**src/rtl/core/ycr_pkg.sv**
```systemverilog
// Shared constants and types for the YCbCr to RGB block pixel core.
// Used by every module of the core; depends on nothing.
`default_nettype none

package ycr_pkg;

	// Fixed field widths
	localparam int BLK_W      = 26;   // block index
	localparam int POS_W      = 6;    // pixel position inside the block
	localparam int DIM_W      = 16;   // image width and height
	localparam int PIX_W      = 8;    // one colour component
	localparam int OFF_W      = 32;   // raster offset
	localparam int XB_W       = 14;   // blocks per row, up to 8192
	localparam int ROW_W      = BLK_W + 3;
	localparam int CFG_IDX_W  = 2;
	localparam int CFG_DATA_W = DIM_W;

	localparam int SAMPLE_WIDTH_DEF = 11;

	// Unsigned Q16 coefficients, rounded to nearest
	localparam int COEF_CR_R   = 91881;   // 1.402
	localparam int COEF_CB_G   = 22554;   // 0.34414
	localparam int COEF_CR_G   = 46802;   // 0.71414
	localparam int COEF_CB_B   = 116130;  // 1.772
	localparam int LEVEL_SHIFT = 128;

	// Register reset values
	localparam logic [DIM_W-1:0] WIDTH_RST  = 16'd8;
	localparam logic [DIM_W-1:0] HEIGHT_RST = 16'd8;
	localparam logic             MODE_RST   = 1'b1;

	typedef enum logic [CFG_IDX_W-1:0] {
		CFG_IMAGE_WIDTH  = 2'd0,
		CFG_IMAGE_HEIGHT = 2'd1,
		CFG_COLOR_MODE   = 2'd2
	} cfg_index_t;

	typedef struct packed {
		logic [PIX_W-1:0] blue;
		logic [PIX_W-1:0] green;
		logic [PIX_W-1:0] red;
	} rgb_t;

	// Carried alongside the colour stages
	typedef struct packed {
		logic [POS_W-1:0] pos;
		logic [BLK_W-1:0] blk;
	} pix_pos_t;

	// Carried alongside the divider stages
	typedef struct packed {
		rgb_t             rgb;
		logic [POS_W-1:0] pos;
	} div_tag_t;

	// Image geometry from the configuration registers
	typedef struct packed {
		logic [DIM_W-1:0] width;
		logic [DIM_W-1:0] height;
	} geom_t;

	// One result, red in the lowest bits
	typedef struct packed {
		logic             write_enable;
		logic [OFF_W-1:0] pixel_offset;
		logic [PIX_W-1:0] blue;
		logic [PIX_W-1:0] green;
		logic [PIX_W-1:0] red;
	} res_t;

	localparam int RES_W       = $bits(res_t);
	localparam int OUT_TDATA_W = ((RES_W + 7) / 8) * 8;

endpackage

`default_nettype wire

```
**src/rtl/core/ycr_div.sv**
```systemverilog
// Pipelined restoring divider, one quotient bit per register stage.
// Depends on ycr_pkg.
`default_nettype none

module ycr_div
	import ycr_pkg::*;
#(
	parameter int DVD_W = BLK_W,
	parameter int DSR_W = XB_W,
	parameter int TAG_W = 1
) (
	input  wire logic             clk,
	input  wire logic             arst_n,
	input  wire logic             en,
	input  wire logic             in_valid,
	input  wire logic [DVD_W-1:0] in_dvd,
	input  wire logic [DSR_W-1:0] dsr,      // nonzero, held steady while busy
	input  wire logic [TAG_W-1:0] in_tag,
	output      logic             out_valid,
	output      logic [DVD_W-1:0] out_quo,
	output      logic [DSR_W-1:0] out_rem,
	output      logic [TAG_W-1:0] out_tag
);

	logic [DVD_W-1:0] vld_s;
	logic [DSR_W-1:0] rem_s  [DVD_W];
	logic [DVD_W-1:0] dvd_s  [DVD_W];   // remaining dividend bits, quotient shifts in
	logic [TAG_W-1:0] tag_s  [DVD_W];
	logic [DSR_W-1:0] rem_nx [DVD_W];
	logic [DVD_W-1:0] dvd_nx [DVD_W];

	always_comb begin
		logic [DSR_W-1:0] r;
		logic [DVD_W-1:0] d;
		logic [DSR_W:0]   trial;
		logic             ge;
		for (int i = 0; i < DVD_W; i++) begin
			if (i == 0) begin
				r = '0;
				d = in_dvd;
			end else begin
				r = rem_s[i-1];
				d = dvd_s[i-1];
			end
			trial     = {r, d[DVD_W-1]};
			ge        = trial >= {1'b0, dsr};
			rem_nx[i] = ge ? DSR_W'(trial - {1'b0, dsr}) : DSR_W'(trial);
			dvd_nx[i] = {d[DVD_W-2:0], ge};
		end
	end

	always_ff @(posedge clk or negedge arst_n) begin
		if (!arst_n)
			vld_s <= '0;
		else if (en)
			vld_s <= {vld_s[DVD_W-2:0], in_valid};
	end

	always_ff @(posedge clk) begin
		if (en) begin
			for (int i = 0; i < DVD_W; i++) begin
				rem_s[i] <= rem_nx[i];
				dvd_s[i] <= dvd_nx[i];
				tag_s[i] <= (i == 0) ? in_tag : tag_s[(i == 0) ? 0 : i-1];
			end
		end
	end

	assign out_valid = vld_s[DVD_W-1];
	assign out_quo   = dvd_s[DVD_W-1];
	assign out_rem   = rem_s[DVD_W-1];
	assign out_tag   = tag_s[DVD_W-1];

endmodule

`default_nettype wire

```
**config.mk**
```make
export PLATFORM = sky130hd
export DESIGN_NAME = ycr_div
export DESIGN_NICKNAME = d
export VERILOG_FILES = /design/src/rtl/core/ycr_pkg.sv /design/src/rtl/core/ycr_div.sv
export SDC_FILE = /design/constraint.sdc
export NUM_CORES = 2
export LEC_CHECK = 0
export BUFFER_PORTS_ARGS = -buffer_cell sky130_fd_sc_hd__buf_4
export CORE_MARGIN = 2
export CORE_UTILIZATION = 64
export DETAILED_ROUTE_END_ITERATION = 10
export PLACE_DENSITY = 0.81
export SLEW_MARGIN = 20
export SYNTH_ARGS = -nofsm -noshare
export SYNTH_HDL_FRONTEND = slang
export SYNTH_SLANG_ARGS = --single-unit
```
**constraint.sdc**
```tcl
create_clock -name clk -period 3.7 [get_ports clk]
set_clock_uncertainty 0.05 [all_clocks]
set_input_delay 0.37 -clock clk [delete_from_list [all_inputs] [get_ports clk]]
set_output_delay 0.37 -clock clk [all_outputs]
set_load 0.01 [all_outputs]
```
==> summary.txt <==
H-tree Lvls: 3
most common cell after layout, fill and taps aside: edfxtp_1
post-synthesis xor/xnor area fraction: 0.0355
Adder-Cell Fraction of Synth Area: 0.0965
Post-CTS Resized: 0
first-pass iteration count of the detailed router: 6
largest net degree at the start of global routing: 116
CP startpoint kind: register
Initial Util: 0.646
# rows: 106
most used cell, CP: inv_1
crit-path max cell delay: 0.47 ns
Yosys reg bits: 1092
Nets: 4731
status: completed
DR vias/cell: 6.02
EDFF count, synth: 1066
die width: 295 um
mux cell area share after synthesis: 0.0573
RePlAce Congestion: 0.910
Synthesized Nets: 4430
final period utilization: 0.909
Reg2Reg Depth: 11
Worst-Margin Slew: 0.729 ns
max-slew violation count: 0
maxcap violations: 0
Top Ports: 87
maximum buffer depth of the clock tree: 3
Antenna Nets Post-Route: 0
gr ovfl total: 0
Critical Path RT: 4.09 ns
area share of and/or/nand/nor cells after synthesis: 0.0746
Total GRT Usage: 0.241
CTS tree: yes
largest family of logic cells by synthesized area: compound AO/OA/AOI/OAI gates
Power, Total: 51200 uW
initial drt markers: 2633
RSZ-0062 raised after global routing: no
Post-Synthesis Cells: 3983
r2r startpoint: dvd_s[1][51]
most frequent cells in the layout: 1066 x edfxtp_1, 377 x ha_1, 258 x nor2_1, 229 x mux2_2, 220 x nand2_1
HP Class: in -> async
vias in the first global route: 32571
Max Fanout on Critical Path: 3
layout cells sized above 1: 0.162
Clock Latency Late Sink: 0.70 ns
antenna violations before repair: 1
clk sink count: 1092
CP arrival: 3.75 ns
die height: 295 um
Yosys warning count: 0
Top FF cell, synth: edfxtp_1
crit end category: register
Seq/Total Area, Yosys: 0.604
global-route wire length before repair: 166000 um
number of buffers created by CTS: 108
PortBufs: 86
synthesis-to-finish area growth: 13.4%
Final min period: 3.36 ns
hpwl dp: 68800 um
Total Neg Setup Slack: 0 ns
CTS Root Cell: clkbuf_16
Place WS: 0.228 ns
synthesized area: 54100 um2
die area: 86900 um2
Clock Pin Slew Worst Setup and Hold Paths: 0.07 ns
critical path class: reg -> reg
antenna cells: 0
core area: 83700 um2
crit-path cells: inv_1 -> ha_1 -> inv_1 -> fa_1 -> a211oi_1 -> nor2_1 -> o31a_1 -> o41ai_1 -> o21ai_0 -> xor2_1 -> mux2_2
Setup Viol. Count Final: 0
async set-or-reset flop fraction in the synthesized netlist: 0.0238
crit path from: dvd_s[1][51]
Max Clk Rate: 0.297 GHz
vias post-DR: 33190
postcts setup bufs: 0
Slew headroom: 0.514
Synth Area in Compound Gates: 0.112
VDD IR max: 0.564 mV
synth unique cells: 87
leakage: 0.0235 uW
CP max stage cell: edfxtp_1
Hold Fails Final Rpt: 0
mean post-synth cell area: 13.6 um2
WL final: 104000 um
pwr/cell area: 834 nW/um2
Final Worst Setup Slack: 0.338 ns
DR WL/cell: 18.9 um
drt drc: 0
[critical path: cells and delay by family (launching register included)]
family / cells / cell delay [ns]
buf+inv: 2 / 0.20
flops: 1 / 0.47
mux: 1 / 0.26
compound gates: 4 / 1.25
simple gates: 1 / 0.12
xor+xnor: 1 / 0.17
fa+ha+maj: 2 / 0.58
[through the flow]
step | hold WS [ns] | instances | instance area, um2 | utilization
final | 0.0791 | 5512 | 61300 | 0.733
after global routing | 0.113 | 5512 | 61300 | 0.733
after CTS | 0.0479 | 5512 | 61300 | 0.733
after detailed placement | 0.240 | 5279 | 57300 | 0.684
after global placement | 0.234 | 5279 | 57300 | 0.684
after floorplan | 0.0244 | 3983 | 54100 | -
[report_power, final]
group | internal [uW] | total, uW | switching [uW] | leakage (uW)
clock | 6700 | 11400 | 4710 | 0.00181
sequential | 17600 | 19200 | 1580 | 0.0107
combinational | 9930 | 20500 | 10600 | 0.0109
[final timing paths]
path / slack (ns) / to
max: 0.34 / rem_s[1][40]
min: 0.08 / vld_s[6]
max reg2reg: 0.34 / rem_s[1][40]
min reg2reg: 0.36 / dvd_s[0][105]
max in group asynchronous: 3.28 / vld_s[14]
min in group clk: 0.13 / dvd_s[0][5]
[kinds of logic (layout without fill, tap and decap cells)]
kind of cell | count (synthesis) | count (layout)
DFF | 1092 | 1092
AOI/OAI and AO/OA | 906 | 906
and+or+nand+nor | 842 | 842
adders and majority gates | 402 | 402
muxes | 277 | 277
buffers and inverters | 245 | 640
xor gates and xnor gates | 219 | 219
[routing by layer]
metal	track usage	routed length, um	share of wire	up-vias
li1	-	-	-	15929
met1	0.317	44400	0.43	15981
met2	0.406	50600	0.48	1019
met3	0.0350	5650	0.054	261
met4	0.0928	3770	0.036	0
met5	0	0	0	-
[cells in the mapped netlist, types with 52 or more instances]
library cell     n  area [um2]
ha_1           377        4720
mux2_2         229        2580
a21o_1         100         751
edfxtp_1      1066       32000
xor2_1         109         955
nand2_1        220         826
o21a_1          71         533
a21oi_1        213        1070
o21ai_0        181         906
nor2_1         258         968
nand3_1         52         260
inv_1          157         589
xnor2_1        110         963
[flip-flops by register name (all words and copies together), names as in the netlist]
signal,flops
dvd_s,676
rem_s,364
tag_s,26
vld_s,26
[area by class of cell]
type / instances / area (um2)
clock inverter: 78 / 932
tap: 1134 / 1420
sequential: 1092 / 32700
inverter: 158 / 598
multi-input combinational: 2646 / 20300
clock buffer: 126 / 2820
timing repair buffer: 278 / 2580
fill: 5349 / 22400
[repair_timing]
item                                   in CTS  in global routing
endpoints found under the hold margin      54                  0
setup endpoints to repair                   0                  0
hold buffers                               29                  0
Note: power is estimated with default switching activity, not from simulation.
