[config.mk]
export PLATFORM = sky130hd
export DESIGN_NAME = ycr_addr
export DESIGN_NICKNAME = d
export VERILOG_FILES = /design/src/rtl/core/ycr_pkg.sv /design/src/rtl/core/ycr_addr.sv
export SDC_FILE = /design/constraint.sdc
export NUM_CORES = 1
export LEC_CHECK = 0
export BUFFER_PORTS_ARGS = -buffer_cell sky130_fd_sc_hd__buf_2
export CELL_PAD_IN_SITES_DETAIL_PLACEMENT = 0
export CELL_PAD_IN_SITES_GLOBAL_PLACEMENT = 1
export CORE_MARGIN = 2
export CORE_UTILIZATION = 49
export CTS_CLUSTER_SIZE = 28
export DETAILED_ROUTE_END_ITERATION = 10
export PLACE_DENSITY_LB_ADDON = 0.3
export SYNTH_ARGS = -nofsm -noshare
export SYNTH_HDL_FRONTEND = slang
export SYNTH_SLANG_ARGS = --single-unit
[constraint.sdc]
create_clock -name clk -period 2.7 [get_ports clk]
set_input_delay 0.27 -clock clk [delete_from_list [all_inputs] [get_ports clk]]
set_output_delay 0.27 -clock clk [all_outputs]
set_load 0.005 [all_outputs]
[src/rtl/core/ycr_pkg.sv]
// Shared constants and types for the YCbCr to RGB block pixel core.
// Used by every module of the core; depends on nothing.
`default_nettype none

package ycr_pkg;

	// Fixed field widths
	localparam int BLK_W      = 26;   // block index
	localparam int POS_W      = 6;    // pixel position inside the block
	localparam int DIM_W      = 16;   // image width and height
	localparam int PIX_W      = 8;    // one colour component
	localparam int OFF_W      = 32;   // raster offset
	localparam int XB_W       = 14;   // blocks per row, up to 8192
	localparam int ROW_W      = BLK_W + 3;
	localparam int CFG_IDX_W  = 2;
	localparam int CFG_DATA_W = DIM_W;

	localparam int SAMPLE_WIDTH_DEF = 11;

	// Unsigned Q16 coefficients, rounded to nearest
	localparam int COEF_CR_R   = 91881;   // 1.402
	localparam int COEF_CB_G   = 22554;   // 0.34414
	localparam int COEF_CR_G   = 46802;   // 0.71414
	localparam int COEF_CB_B   = 116130;  // 1.772
	localparam int LEVEL_SHIFT = 128;

	// Register reset values
	localparam logic [DIM_W-1:0] WIDTH_RST  = 16'd8;
	localparam logic [DIM_W-1:0] HEIGHT_RST = 16'd8;
	localparam logic             MODE_RST   = 1'b1;

	typedef enum logic [CFG_IDX_W-1:0] {
		CFG_IMAGE_WIDTH  = 2'd0,
		CFG_IMAGE_HEIGHT = 2'd1,
		CFG_COLOR_MODE   = 2'd2
	} cfg_index_t;

	typedef struct packed {
		logic [PIX_W-1:0] blue;
		logic [PIX_W-1:0] green;
		logic [PIX_W-1:0] red;
	} rgb_t;

	// Carried alongside the colour stages
	typedef struct packed {
		logic [POS_W-1:0] pos;
		logic [BLK_W-1:0] blk;
	} pix_pos_t;

	// Carried alongside the divider stages
	typedef struct packed {
		rgb_t             rgb;
		logic [POS_W-1:0] pos;
	} div_tag_t;

	// Image geometry from the configuration registers
	typedef struct packed {
		logic [DIM_W-1:0] width;
		logic [DIM_W-1:0] height;
	} geom_t;

	// One result, red in the lowest bits
	typedef struct packed {
		logic             write_enable;
		logic [OFF_W-1:0] pixel_offset;
		logic [PIX_W-1:0] blue;
		logic [PIX_W-1:0] green;
		logic [PIX_W-1:0] red;
	} res_t;

	localparam int RES_W       = $bits(res_t);
	localparam int OUT_TDATA_W = ((RES_W + 7) / 8) * 8;

endpackage

`default_nettype wire

[src/rtl/core/ycr_addr.sv]
// Two-stage raster placement: row times width and bounds compares, then add column and combine the checks.
// Depends on ycr_pkg.
`default_nettype none

module ycr_addr
	import ycr_pkg::*;
(
	input  wire logic             clk,
	input  wire logic             arst_n,
	input  wire logic             en,
	input  wire geom_t            geom,
	input  wire logic             in_valid,
	input  wire logic [BLK_W-1:0] quo,
	input  wire logic [XB_W-1:0]  rem,
	input  wire logic [POS_W-1:0] pos,
	input  wire rgb_t             rgb,
	output      logic             out_valid,
	output      res_t             out_res
);

	localparam int MUL_W = ROW_W + DIM_W;

	logic [ROW_W-1:0] row;
	logic [DIM_W-1:0] col;
	logic [MUL_W-1:0] prod;

	logic             vld_s1, vld_s2;
	logic [OFF_W-1:0] prod_s1;
	logic [DIM_W-1:0] col_s1;
	logic             col_ok_s1, row_ok_s1;
	rgb_t             rgb_s1;
	res_t             res_s2;

	// remainder stays below 8192, so its low 13 bits carry it all
	assign row  = {quo, pos[POS_W-1:3]};
	assign col  = {rem[XB_W-2:0], pos[2:0]};
	assign prod = MUL_W'(row) * MUL_W'(geom.width);

	always_ff @(posedge clk or negedge arst_n) begin
		if (!arst_n) begin
			vld_s1 <= 1'b0;
			vld_s2 <= 1'b0;
		end else if (en) begin
			vld_s1 <= in_valid;
			vld_s2 <= vld_s1;
		end
	end

	always_ff @(posedge clk) begin
		if (en) begin
			prod_s1   <= prod[OFF_W-1:0];
			col_s1    <= col;
			col_ok_s1 <= col < geom.width;
			row_ok_s1 <= row < ROW_W'(geom.height);
			rgb_s1    <= rgb;

			res_s2.pixel_offset <= prod_s1 + OFF_W'(col_s1);
			res_s2.write_enable <= col_ok_s1 & row_ok_s1;
			res_s2.red          <= rgb_s1.red;
			res_s2.green        <= rgb_s1.green;
			res_s2.blue         <= rgb_s1.blue;
		end
	end

	assign out_valid = vld_s2;
	assign out_res   = res_s2;

endmodule

`default_nettype wire

==> reports/qor.csv <==
stage,metric,value,unit
outcome,status,"finished, violations left",
outcome,violations,setup timing,
die,die_w,192,um
setup_path,crit_required,2860,ps
yosys,syn_inst,1720,
timing,final_max_slew_viol_count,0,
die,die_h,192,um
finish,nFillCells,2790,
die,ios,164,
die,die_area,36700,sq um
cts,cts_made_buffers,17,
setup_path,crit_chain,"buf_12, buf_8, and2_4, fa_1, inv_2, fa_1, inv_2, fa_1, inv_1, fa_1, inv_2, fa_1, fa_1, ha_4, a21o_1, a21oi_2, o32a_1, o211ai_4, a31oi_4, buf_6, buf_6, buf_6, xnor2_2",
grt,antenna_found_initial,0,
timing,min_period_over_period,194,%
drt,first_pass_iters,6,
cts,htreeDepth,4,
yosys,synth.area.mux_share,0.131,%
yosys,synth_nets,2242,
grt,grt_pass1_vias,14030,
min_path,hold_class,in2reg,
drt,drc_errors,0,
setup_path,critPathMostFrequentCell,fa_1,
drt,dr_total_vias,12935,
finish,final_util,64.5,%
yosys,synthSimpleGateAreaFrac,14.1,%
yosys,synth.area.top_cells,"fa_1 (35%), edfxtp_1 (23%), ha_1 (8.3%)",
timing,clock-skew-final,6.16,ps
setup_path,setup.worst_path.start_class,input port,
placement,placed_area,20200,sq um
grt,grt_first_pass_wirelength,73500,um
yosys,synthAdderAreaFrac,43.3,%
grt,grt_overflow,0,
yosys,synth-seq-cells,133,
setup_path,cp-end-kind,flip-flop,
setup_path,cpMaxStageDelayCell,fa_1,
timing,fin_ws,-2540,ps
cts,cts.path.max_buffers,2,
yosys,yosys_warnings,0,
placement,port_buffers,162,
timing,post-route-min-period,5240,ps
grt,grt_usage,26.2,%
timing,hold_violations,0,
yosys,synth_top_area_share,35.1,%
cts,cts-root-buf,clkbuf_16,
die,core-area,34600,sq um
yosys,synth_top_family_by_area,adder cells,
drt,drt_iter0_drc,712,
timing,rsz0062_at_grt,yes,
die,row_count,68,
drt,drtAntennaViolNets,0,
yosys,synth_top_cells_by_count,"inv_1 (379), fa_1 (302), nand2_1 (267), and2_1 (141), edfxtp_1 (131)",
finish,fin_nets,2602,
drt,routedWlPerCell,18.1,um
timing,finalSetupViolations,28,
yosys,async_flop_share,1.50,%
finish,multi_input_area,12500,sq um
placement,dpl.hpwl,37700,um
yosys,post-synth-top-count-cell,inv_1,
setup_path,crit_arrival,5400,ps
cts,cts_tree,yes,
finish,fin_cells,2548,
yosys,synth-seq-area-share,23.1,%
finish,syn_to_final_growth,29.6,%
setup_path,cp_slowest_stage_delay,520,ps
cts,cts_sinks,133,
setup_path,worstSetupPathType,in2reg,
finish,layout-drive-gt1-share,31.3,%
setup_path,path_max_fanout,8,
yosys,syn_avg_cell_area,10.0,sq um
yosys,netlist_area,17200,sq um
yosys,synth_ff_type,edfxtp_1,
placement,placed_cells,2478,
yosys,synth_cell_types,51,
finish,antennaDiodeCount,0,
drt,wl,46200,um
timing,slew_headroom,65.0,%
yosys,synth_top_area_cell,fa_1,
yosys,synth-xor-area-share,4.06,%
finish,seqCellArea,3980,sq um
flow_run,drv_cap,0,
placement,place_congestion,0.959,
grt,grt_max_degree,54,
yosys,synth_edf_count,131,
timing,fmax,191,MHz
die,start_util,49.8,%
timing,worst_pin_slew,524,ps
finish,final_area,22300,sq um
yosys,synth_compound_area_share,5.51,%
cts,clk_pin_slew,60,ps
drt,via_per_inst,5.08,
cts,worstSkewPairLatency,410,ps
-- kinds of logic (layout without fill, tap and decap cells) --
logic type	Yosys count	in the layout
AOI/OAI and AO/OA	131	131
xor gates and xnor gates	80	80
adders and majority gates	416	416
buffers and inverters	446	819
DFF	133	133
muxes	2	2
and+or+nand+nor	512	512
-- what timing repair did --
item | CTS | global route
pin swaps | 71 | 94
endpoints found under the setup margin | 36 | 42
hold endpoints to repair | 2 | 0
hold buffers | 1 | 0
gates cloned | 1 | 1
setup buffers | 26 | 26
resized for setup | 159 | 158
-- sequential cells by signal, summed over array words and instances (netlist names) --
name,flops
vld_s1,1
col_ok_s1,1
rgb_s1,24
prod_s1,32
row_ok_s1,1
out_valid,1
out_res,57
col_s1,16
-- critical path, delay by kind of cell --
| kind | cells | cell delay (ps) |
|---|---|---|
| fa+ha+maj | 7 | 3270 |
| compound gates | 5 | 820 |
| buf+inv | 9 | 760 |
| simple gates | 1 | 150 |
| xor+xnor | 1 | 110 |
-- final cells by class --
cell class | instances | share of cell area [%]
tap | 455 | 2.55
timing repair buffer | 408 | 14.6
clock inverter | 11 | 0.560
multi-input combinational | 1141 | 56.1
inverter | 379 | 6.38
sequential | 133 | 17.8
clock buffer | 21 | 2.02
-- per-stage QoR --
step           TNS [ps]  setup WS, ps  hold slack, ps
3_3_place_gp     -70430         -3190            53.6
3_5_place_dp     -71810         -3270            64.7
2_1_floorplan    -57410         -2800           -25.6
5_1_grt          -57990         -2680            18.6
6_report         -54670         -2540            32.4
4_1_cts          -53870         -2540            17.0
-- metal layers --
metal	part of all wire, %	GRT usage, %
met1	43	34.9
met2	47	44.3
met3	6.3	3.49
met4	3.4	9.05
met5	0	0
-- placed cells by master (no fill, tap or decap), types with 7 or more instances in the layout --
| master | n |
|---|---|
| nand4_1 | 9 |
| a21oi_2 | 13 |
| buf_2 | 131 |
| buf_8 | 10 |
| nand3_1 | 13 |
| fa_1 | 278 |
| fa_2 | 24 |
| buf_12 | 17 |
| nand2_1 | 253 |
| buf_6 | 54 |
| nor2_2 | 7 |
| xnor2_1 | 53 |
| o21ai_1 | 7 |
| ha_1 | 86 |
| edfxtp_1 | 131 |
| ha_4 | 22 |
| xor2_1 | 19 |
| inv_2 | 39 |
| and2_4 | 31 |
| and2_1 | 110 |
| nor2_1 | 27 |
| o21a_1 | 7 |
| inv_1 | 339 |
| buf_4 | 193 |
| a21o_1 | 24 |
| o21bai_1 | 8 |
| nand2_2 | 8 |
| a21oi_1 | 23 |
| clkbuf_16 | 18 |
| xnor2_2 | 7 |
-- path summary, 6_finish.rpt --
path	startpoint	to	slack, ps	cells after the start
setup / recovery	geom[22]	prod_s1[27]$_DFFE_PP_	-2540	23
hold / removal	rgb[20]	rgb_s1[20]$_DFFE_PP_	30	1
setup reg to reg	col_s1[1]$_DFFE_PP_	out_res[49]$_DFFE_PP_	100	10
hold reg to reg	rgb_s1[15]$_DFFE_PP_	out_res[15]$_DFFE_PP_	410	0
max in group asynchronous	arst_n	vld_s1$_DFFE_PN0P_	2430	2
min in group asynchronous	arst_n	out_valid$_DFFE_PN0P_	170	2
Power is left out: the tool's default activity adds up to more than one toggle a clock period on the data nets, which glitch-free logic cannot reach.
