`config.mk`:
```
export PLATFORM = sky130hd
export DESIGN_NAME = ycr_color
export DESIGN_NICKNAME = d
export VERILOG_FILES = /design/src/rtl/core/ycr_pkg.sv /design/src/rtl/core/ycr_color.sv
export SDC_FILE = /design/constraint.sdc
export NUM_CORES = 1
export LEC_CHECK = 0
export ABC_AREA = 1
export BUFFER_PORTS_ARGS = -buffer_cell sky130_fd_sc_hd__buf_2
export CAP_MARGIN = 5
export CORE_MARGIN = 2
export CORE_UTILIZATION = 30
export CTS_CLUSTER_SIZE = 10
export DETAILED_ROUTE_END_ITERATION = 8
export GPL_ROUTABILITY_DRIVEN = 1
export PLACE_DENSITY = 0.53
export SKIP_LAST_GASP = 1
export SLEW_MARGIN = 20
export SYNTH_ARGS = -nofsm -noshare
export SYNTH_HDL_FRONTEND = slang
export SYNTH_SLANG_ARGS = --single-unit
```
`constraint.sdc`:
```
create_clock -name clk -period 2.69 [get_ports clk]
set_input_delay 0.269 -clock clk [delete_from_list [all_inputs] [get_ports clk]]
set_output_delay 0.269 -clock clk [all_outputs]
set_load 0.02 [all_outputs]
```
`src/rtl/core/ycr_pkg.sv`:
```
// Shared constants and types for the YCbCr to RGB block pixel core.
// Used by every module of the core; depends on nothing.
`default_nettype none

package ycr_pkg;

	// Fixed field widths
	localparam int BLK_W      = 26;   // block index
	localparam int POS_W      = 6;    // pixel position inside the block
	localparam int DIM_W      = 16;   // image width and height
	localparam int PIX_W      = 8;    // one colour component
	localparam int OFF_W      = 32;   // raster offset
	localparam int XB_W       = 14;   // blocks per row, up to 8192
	localparam int ROW_W      = BLK_W + 3;
	localparam int CFG_IDX_W  = 2;
	localparam int CFG_DATA_W = DIM_W;

	localparam int SAMPLE_WIDTH_DEF = 11;

	// Unsigned Q16 coefficients, rounded to nearest
	localparam int COEF_CR_R   = 91881;   // 1.402
	localparam int COEF_CB_G   = 22554;   // 0.34414
	localparam int COEF_CR_G   = 46802;   // 0.71414
	localparam int COEF_CB_B   = 116130;  // 1.772
	localparam int LEVEL_SHIFT = 128;

	// Register reset values
	localparam logic [DIM_W-1:0] WIDTH_RST  = 16'd8;
	localparam logic [DIM_W-1:0] HEIGHT_RST = 16'd8;
	localparam logic             MODE_RST   = 1'b1;

	typedef enum logic [CFG_IDX_W-1:0] {
		CFG_IMAGE_WIDTH  = 2'd0,
		CFG_IMAGE_HEIGHT = 2'd1,
		CFG_COLOR_MODE   = 2'd2
	} cfg_index_t;

	typedef struct packed {
		logic [PIX_W-1:0] blue;
		logic [PIX_W-1:0] green;
		logic [PIX_W-1:0] red;
	} rgb_t;

	// Carried alongside the colour stages
	typedef struct packed {
		logic [POS_W-1:0] pos;
		logic [BLK_W-1:0] blk;
	} pix_pos_t;

	// Carried alongside the divider stages
	typedef struct packed {
		rgb_t             rgb;
		logic [POS_W-1:0] pos;
	} div_tag_t;

	// Image geometry from the configuration registers
	typedef struct packed {
		logic [DIM_W-1:0] width;
		logic [DIM_W-1:0] height;
	} geom_t;

	// One result, red in the lowest bits
	typedef struct packed {
		logic             write_enable;
		logic [OFF_W-1:0] pixel_offset;
		logic [PIX_W-1:0] blue;
		logic [PIX_W-1:0] green;
		logic [PIX_W-1:0] red;
	} res_t;

	localparam int RES_W       = $bits(res_t);
	localparam int OUT_TDATA_W = ((RES_W + 7) / 8) * 8;

endpackage

`default_nettype wire

```
`src/rtl/core/ycr_color.sv`:
```
// Three-stage colour conversion: products, sums, floor and saturation.
// Depends on ycr_pkg.
`default_nettype none

module ycr_color
	import ycr_pkg::*;
#(
	parameter int SAMPLE_WIDTH = SAMPLE_WIDTH_DEF,
	parameter int TAG_W        = 1
) (
	input  wire logic                           clk,
	input  wire logic                           arst_n,
	input  wire logic                           en,
	input  wire logic                           color_mode,
	input  wire logic                           in_valid,
	input  wire logic signed [SAMPLE_WIDTH-1:0] luma,
	input  wire logic signed [SAMPLE_WIDTH-1:0] chroma_blue,
	input  wire logic signed [SAMPLE_WIDTH-1:0] chroma_red,
	input  wire logic        [TAG_W-1:0]        in_tag,
	output      logic                           out_valid,
	output      rgb_t                           out_rgb,
	output      logic        [TAG_W-1:0]        out_tag
);

	localparam int BASE_W = SAMPLE_WIDTH + 1;
	localparam int PROD_W = SAMPLE_WIDTH + 18;
	localparam int ACC_W  = SAMPLE_WIDTH + 19;

	localparam logic signed [PROD_W-1:0] K_CR_R = PROD_W'(COEF_CR_R);
	localparam logic signed [PROD_W-1:0] K_CB_G = PROD_W'(COEF_CB_G);
	localparam logic signed [PROD_W-1:0] K_CR_G = PROD_W'(COEF_CR_G);
	localparam logic signed [PROD_W-1:0] K_CB_B = PROD_W'(COEF_CB_B);
	localparam logic signed [BASE_W-1:0] K_SHIFT = BASE_W'(LEVEL_SHIFT);

	// Floor of a Q16 value (drop the fraction), then clamp to 0..255
	function automatic logic [PIX_W-1:0] sat8(input logic signed [ACC_W-1:0] a);
		logic [PIX_W-1:0] r;
		if (a[ACC_W-1])
			r = '0;
		else if (|a[ACC_W-2:16+PIX_W])
			r = '1;
		else
			r = a[16+PIX_W-1:16];
		return r;
	endfunction

	logic                     vld_s1, vld_s2, vld_s3;
	logic signed [BASE_W-1:0] base_s1;
	logic signed [PROD_W-1:0] crr_s1, cbg_s1, crg_s1, cbb_s1;
	logic        [TAG_W-1:0]  tag_s1, tag_s2, tag_s3;
	logic signed [ACC_W-1:0]  accr_s2, accg_s2, accb_s2;
	rgb_t                     rgb_s3;
	logic signed [ACC_W-1:0]  base_q16;

	assign base_q16 = ACC_W'(base_s1) <<< 16;

	always_ff @(posedge clk or negedge arst_n) begin
		if (!arst_n) begin
			vld_s1 <= 1'b0;
			vld_s2 <= 1'b0;
			vld_s3 <= 1'b0;
		end else if (en) begin
			vld_s1 <= in_valid;
			vld_s2 <= vld_s1;
			vld_s3 <= vld_s2;
		end
	end

	always_ff @(posedge clk) begin
		if (en) begin
			base_s1 <= BASE_W'(luma) + K_SHIFT;
			crr_s1  <= PROD_W'(chroma_red) * K_CR_R;
			cbg_s1  <= PROD_W'(chroma_blue) * K_CB_G;
			crg_s1  <= PROD_W'(chroma_red) * K_CR_G;
			cbb_s1  <= PROD_W'(chroma_blue) * K_CB_B;
			tag_s1  <= in_tag;

			if (color_mode) begin
				accr_s2 <= base_q16 + ACC_W'(crr_s1);
				accg_s2 <= base_q16 - ACC_W'(cbg_s1) - ACC_W'(crg_s1);
				accb_s2 <= base_q16 + ACC_W'(cbb_s1);
			end else begin
				// grey: all three follow Y alone
				accr_s2 <= base_q16;
				accg_s2 <= base_q16;
				accb_s2 <= base_q16;
			end
			tag_s2 <= tag_s1;

			rgb_s3.red   <= sat8(accr_s2);
			rgb_s3.green <= sat8(accg_s2);
			rgb_s3.blue  <= sat8(accb_s2);
			tag_s3       <= tag_s2;
		end
	end

	assign out_valid = vld_s3;
	assign out_rgb   = rgb_s3;
	assign out_tag   = tag_s3;

endmodule

`default_nettype wire

```
==> flow_summary_export.csv <==
group,metric,value,unit
status,status,"complete, but fails checks",
status,violations,"setup timing",
clock_tree,clock_latency,0.48,ns
drt,route.detailed.drc,0,
timing,final-hold-violation-count,0,
critical_path,arrival,4.05,ns
synthesis,ys_ff_latch,163,
clock_tree,clockBufferDepth,2,
place,io_buffers,64,
synthesis,synthTopCellsByArea,"edfxtp_1 23%, ha_1 21%, fa_1 17%",
finish,syn2layout_area_growth,40.9,%
finish,stdcell_count,4025,
place,post-place-cells,3926,
min_path,hp-class,"input pin to flip-flop",
drt,drt_iter0_markers,868,
synthesis,synthFlopType,"edfxtp_1",
timing,setup_ws,-1.05,ns
min_path,hold_depth,2,
clock_tree,cts_made_buffers,17,
critical_path,end_kind,"flip-flop",
synthesis,async_reset_ff_share,1.84,%
finish,final_cell_mix,"567 x inv_1, 463 x nand2_1, 331 x buf_4",
pwr,swShare,49.0,%
clock_tree,cts.sinks,163,
global_route,antenna_found_initial,0,
global_route,overflow,0,
finish,nNetsFinal,3640,
synthesis,yosysUniqueCellTypes,50,
synthesis,synth_fp_nets,3167,
place,gp_congestion,0.913,
clock_tree,htreeDepth,4,
finish,final_util,42.7,%
synthesis,syn-mean-instance-area,8.16,um2
synthesis,ys_seq_area_share,23.0,%
synthesis,yosys_warnings,0,
synthesis,synth_edf_count,160,
pwr,p_sw,19.8,mW
pwr,pwr-share-clk,6.8,%
global_route,grt_max_degree,57,
floorplanning,start_util,30.3,%
drt,wire_per_inst,15.6,um
critical_path,r2r_cells,11,
synthesis,synth.largest_area_cell,"edfxtp_1",
global_route,grt_pass1_vias,18400,
clock_tree,clockRootBuffer,"clkbuf_16",
pwr,ir_drop,849,uV
global_route,grt_pass1_wl,100000,um
finish,num_antenna_cells,0,
place,dp_hpwl,53800,um
drt,routed_wl,62800,um
timing,fmax,268,MHz
synthesis,syn-instance-count,2599,
finish,drive_gt1_share,32.6,%
timing,finalCriticalPeriod,3.74,ns
drt,ant_nets,0,
timing,drv_slew,0,
clock_tree,path_clk_slew,0.07,ns
flow_run,drv_cap,0,
pwr,p_int,20.6,mW
timing,worst_pin_slew,0.566,ns
timing,slew-limit-headroom,62.3,%
timing,skew,0.0112,ns
timing,rsz0062_at_grt,"true",
drt,drtPass1Iterations,5,
pwr,power_density,1350,nW/um2
pwr,p_leak,14.8,nW
critical_path,crit_type,"input pin to flip-flop",
place,place_ws,-1.65,ns
synthesis,syn_area,21200,um2
floorplanning,row_count,97,
timing,post-route-period-util,139,%
critical_path,crit_fanout,5,
clock_tree,cts_tree,"yes",
floorplanning,die_w,270,um
drt,vias,17900,
critical_path,startpoint_type,"input pin",
pwr,power_frac_comb,81.8,%
floorplanning,core_area,70000,um2
floorplanning,die_h,270,um
pwr,pwr-share-seq,11.4,%
global_route,grt_usage,17.6,%
timing,setup-violations-final,63,
synthesis,synth_top_area_share,22.7,%
floorplanning,die_area,72800,um2
drt,viasPerCell,4.45,
floorplanning,ios,65,
critical_path,cp.required,3.00,ns
finish,final_common_cell,"inv_1",
worst max-delay path, stage by stage:
cell and delay (ns):
buf_12 0.12, ha_4 0.25, fa_1 0.57, inv_2 0.06
fa_1 0.50, fa_1 0.51, inv_2 0.04, fa_1 0.48
ha_4 0.36, nand2_8 0.08, nor2_4 0.15, nand4_1 0.14
o21ai_2 0.21, buf_4 0.15, xor2_2 0.16
path summary, 6_finish.rpt:
check | to | from | slack (ns)
max | crg_s1[16] | chroma_red[4] | -1.05
min | base_s1[7] | luma[7] | 0.09
max reg2reg | accg_s2[28] | crg_s1[25] | 0.06
min reg2reg | tag_s2 | tag_s1 | 0.42
max in group asynchronous | out_valid | arst_n | 2.47
min in group asynchronous | vld_s1 | arst_n | 0.11
state kept, by name, summed over array words and instances, names as in the netlist:
| signal | count |
|---|---|
| accb_s2 | 14 |
| accr_s2 | 14 |
| accg_s2 | 14 |
| out_valid | 1 |
| crr_s1 | 20 |
| cbb_s1 | 15 |
| out_rgb | 24 |
| cbg_s1 | 24 |
| tag_s1 | 1 |
| out_tag | 1 |
| vld_s1 | 1 |
| crg_s1 | 20 |
| base_s1 | 12 |
| vld_s2 | 1 |
| tag_s2 | 1 |
metrics by stage:
stage,TNS [ns],area (um2),hold slack (ns),power [mW]
6_report,-51.05,29900,0.0876,40.4
5_1_grt,-56.40,29900,0.0626,44.0
4_1_cts,-50.21,28700,0.0496,37.3
3_5_place_dp,-90.05,26700,0.0700,31.7
3_3_place_gp,-88.77,26700,0.0687,31.6
2_1_floorplan,-53.59,22600,-0.0266,22.3
cells in the mapped netlist, types with 2 or more instances:
cell,count
a21boi_0,6
a21boi_1,2
a21o_1,8
a21oi_1,151
a21oi_2,2
a31oi_1,6
and2_1,3
buf_1,5
clkbuf_1,3
dfrtp_1,3
edfxtp_1,160
fa_1,177
ha_1,352
inv_1,630
inv_2,10
nand2_1,538
nand2_2,11
nand3_1,123
nand3_2,2
nand3b_1,3
nand4_1,28
nor2_1,159
nor2_2,9
nor2_4,2
nor3_1,22
nor3_2,4
nor3b_2,4
nor4_1,5
o211ai_2,2
o21a_1,4
o21ai_0,73
o21ai_1,14
o21bai_1,9
o31ai_1,3
or2_1,2
or2_2,2
xnor2_1,10
xor2_1,40
cell type report:
cell class	instances	area, um2
Fill cell	6905	40100
Multi-Input combinational cell	1786	16900
Sequential cell	163	4880
Timing Repair Buffer	464	3830
Inverter	640	2410
Tap cell	940	1180
Clock buffer	17	425
Clock inverter	15	238
metal layers:
metal	wire length, um	vias up	part of all wire (%)	GRT usage (%)
met4	1240	0	2.0	4.53
met1	30400	8379	48	24.4
met3	1760	60	2.8	1.88
met5	0	-	0	0
met2	29400	250	47	29.3
li1	-	9215	-	-
cells by family (layout without fill, tap and decap cells):
group	after synthesis	after routing	share of synthesized area (%)
AO/OA/AOI/OAI	283	283	7.29
buffers and inverters	650	1136	11.5
multiplexers	1	1	0.0531
XOR/XNOR	50	50	2.07
AND/OR/NAND/NOR	923	923	18.6
adder cells (fa/ha/maj)	529	529	37.5
flip-flops	163	163	23.0
power by group through the flow:
stage	Sequential, mW	Combinational (mW)	Clock [mW]
final	4.62	33.0	2.74
after global routing	4.70	36.4	2.92
after global placement	4.69	26.9	0
after floorplan	4.51	17.8	0
after detailed placement	4.70	27.0	0
after CTS	4.64	29.9	2.83
what timing repair did:
item | 4_1_cts | 5_1_grt
pin swaps | 167 | 194
setup buffers | 37 | 32
gates resized for setup | 228 | 226
hold buffers | 10 | 0
hold endpoints to repair | 12 | 0
gates cloned | 0 | 0
setup endpoints to repair | 68 | 77
Note: power is estimated with default switching activity, not from simulation.
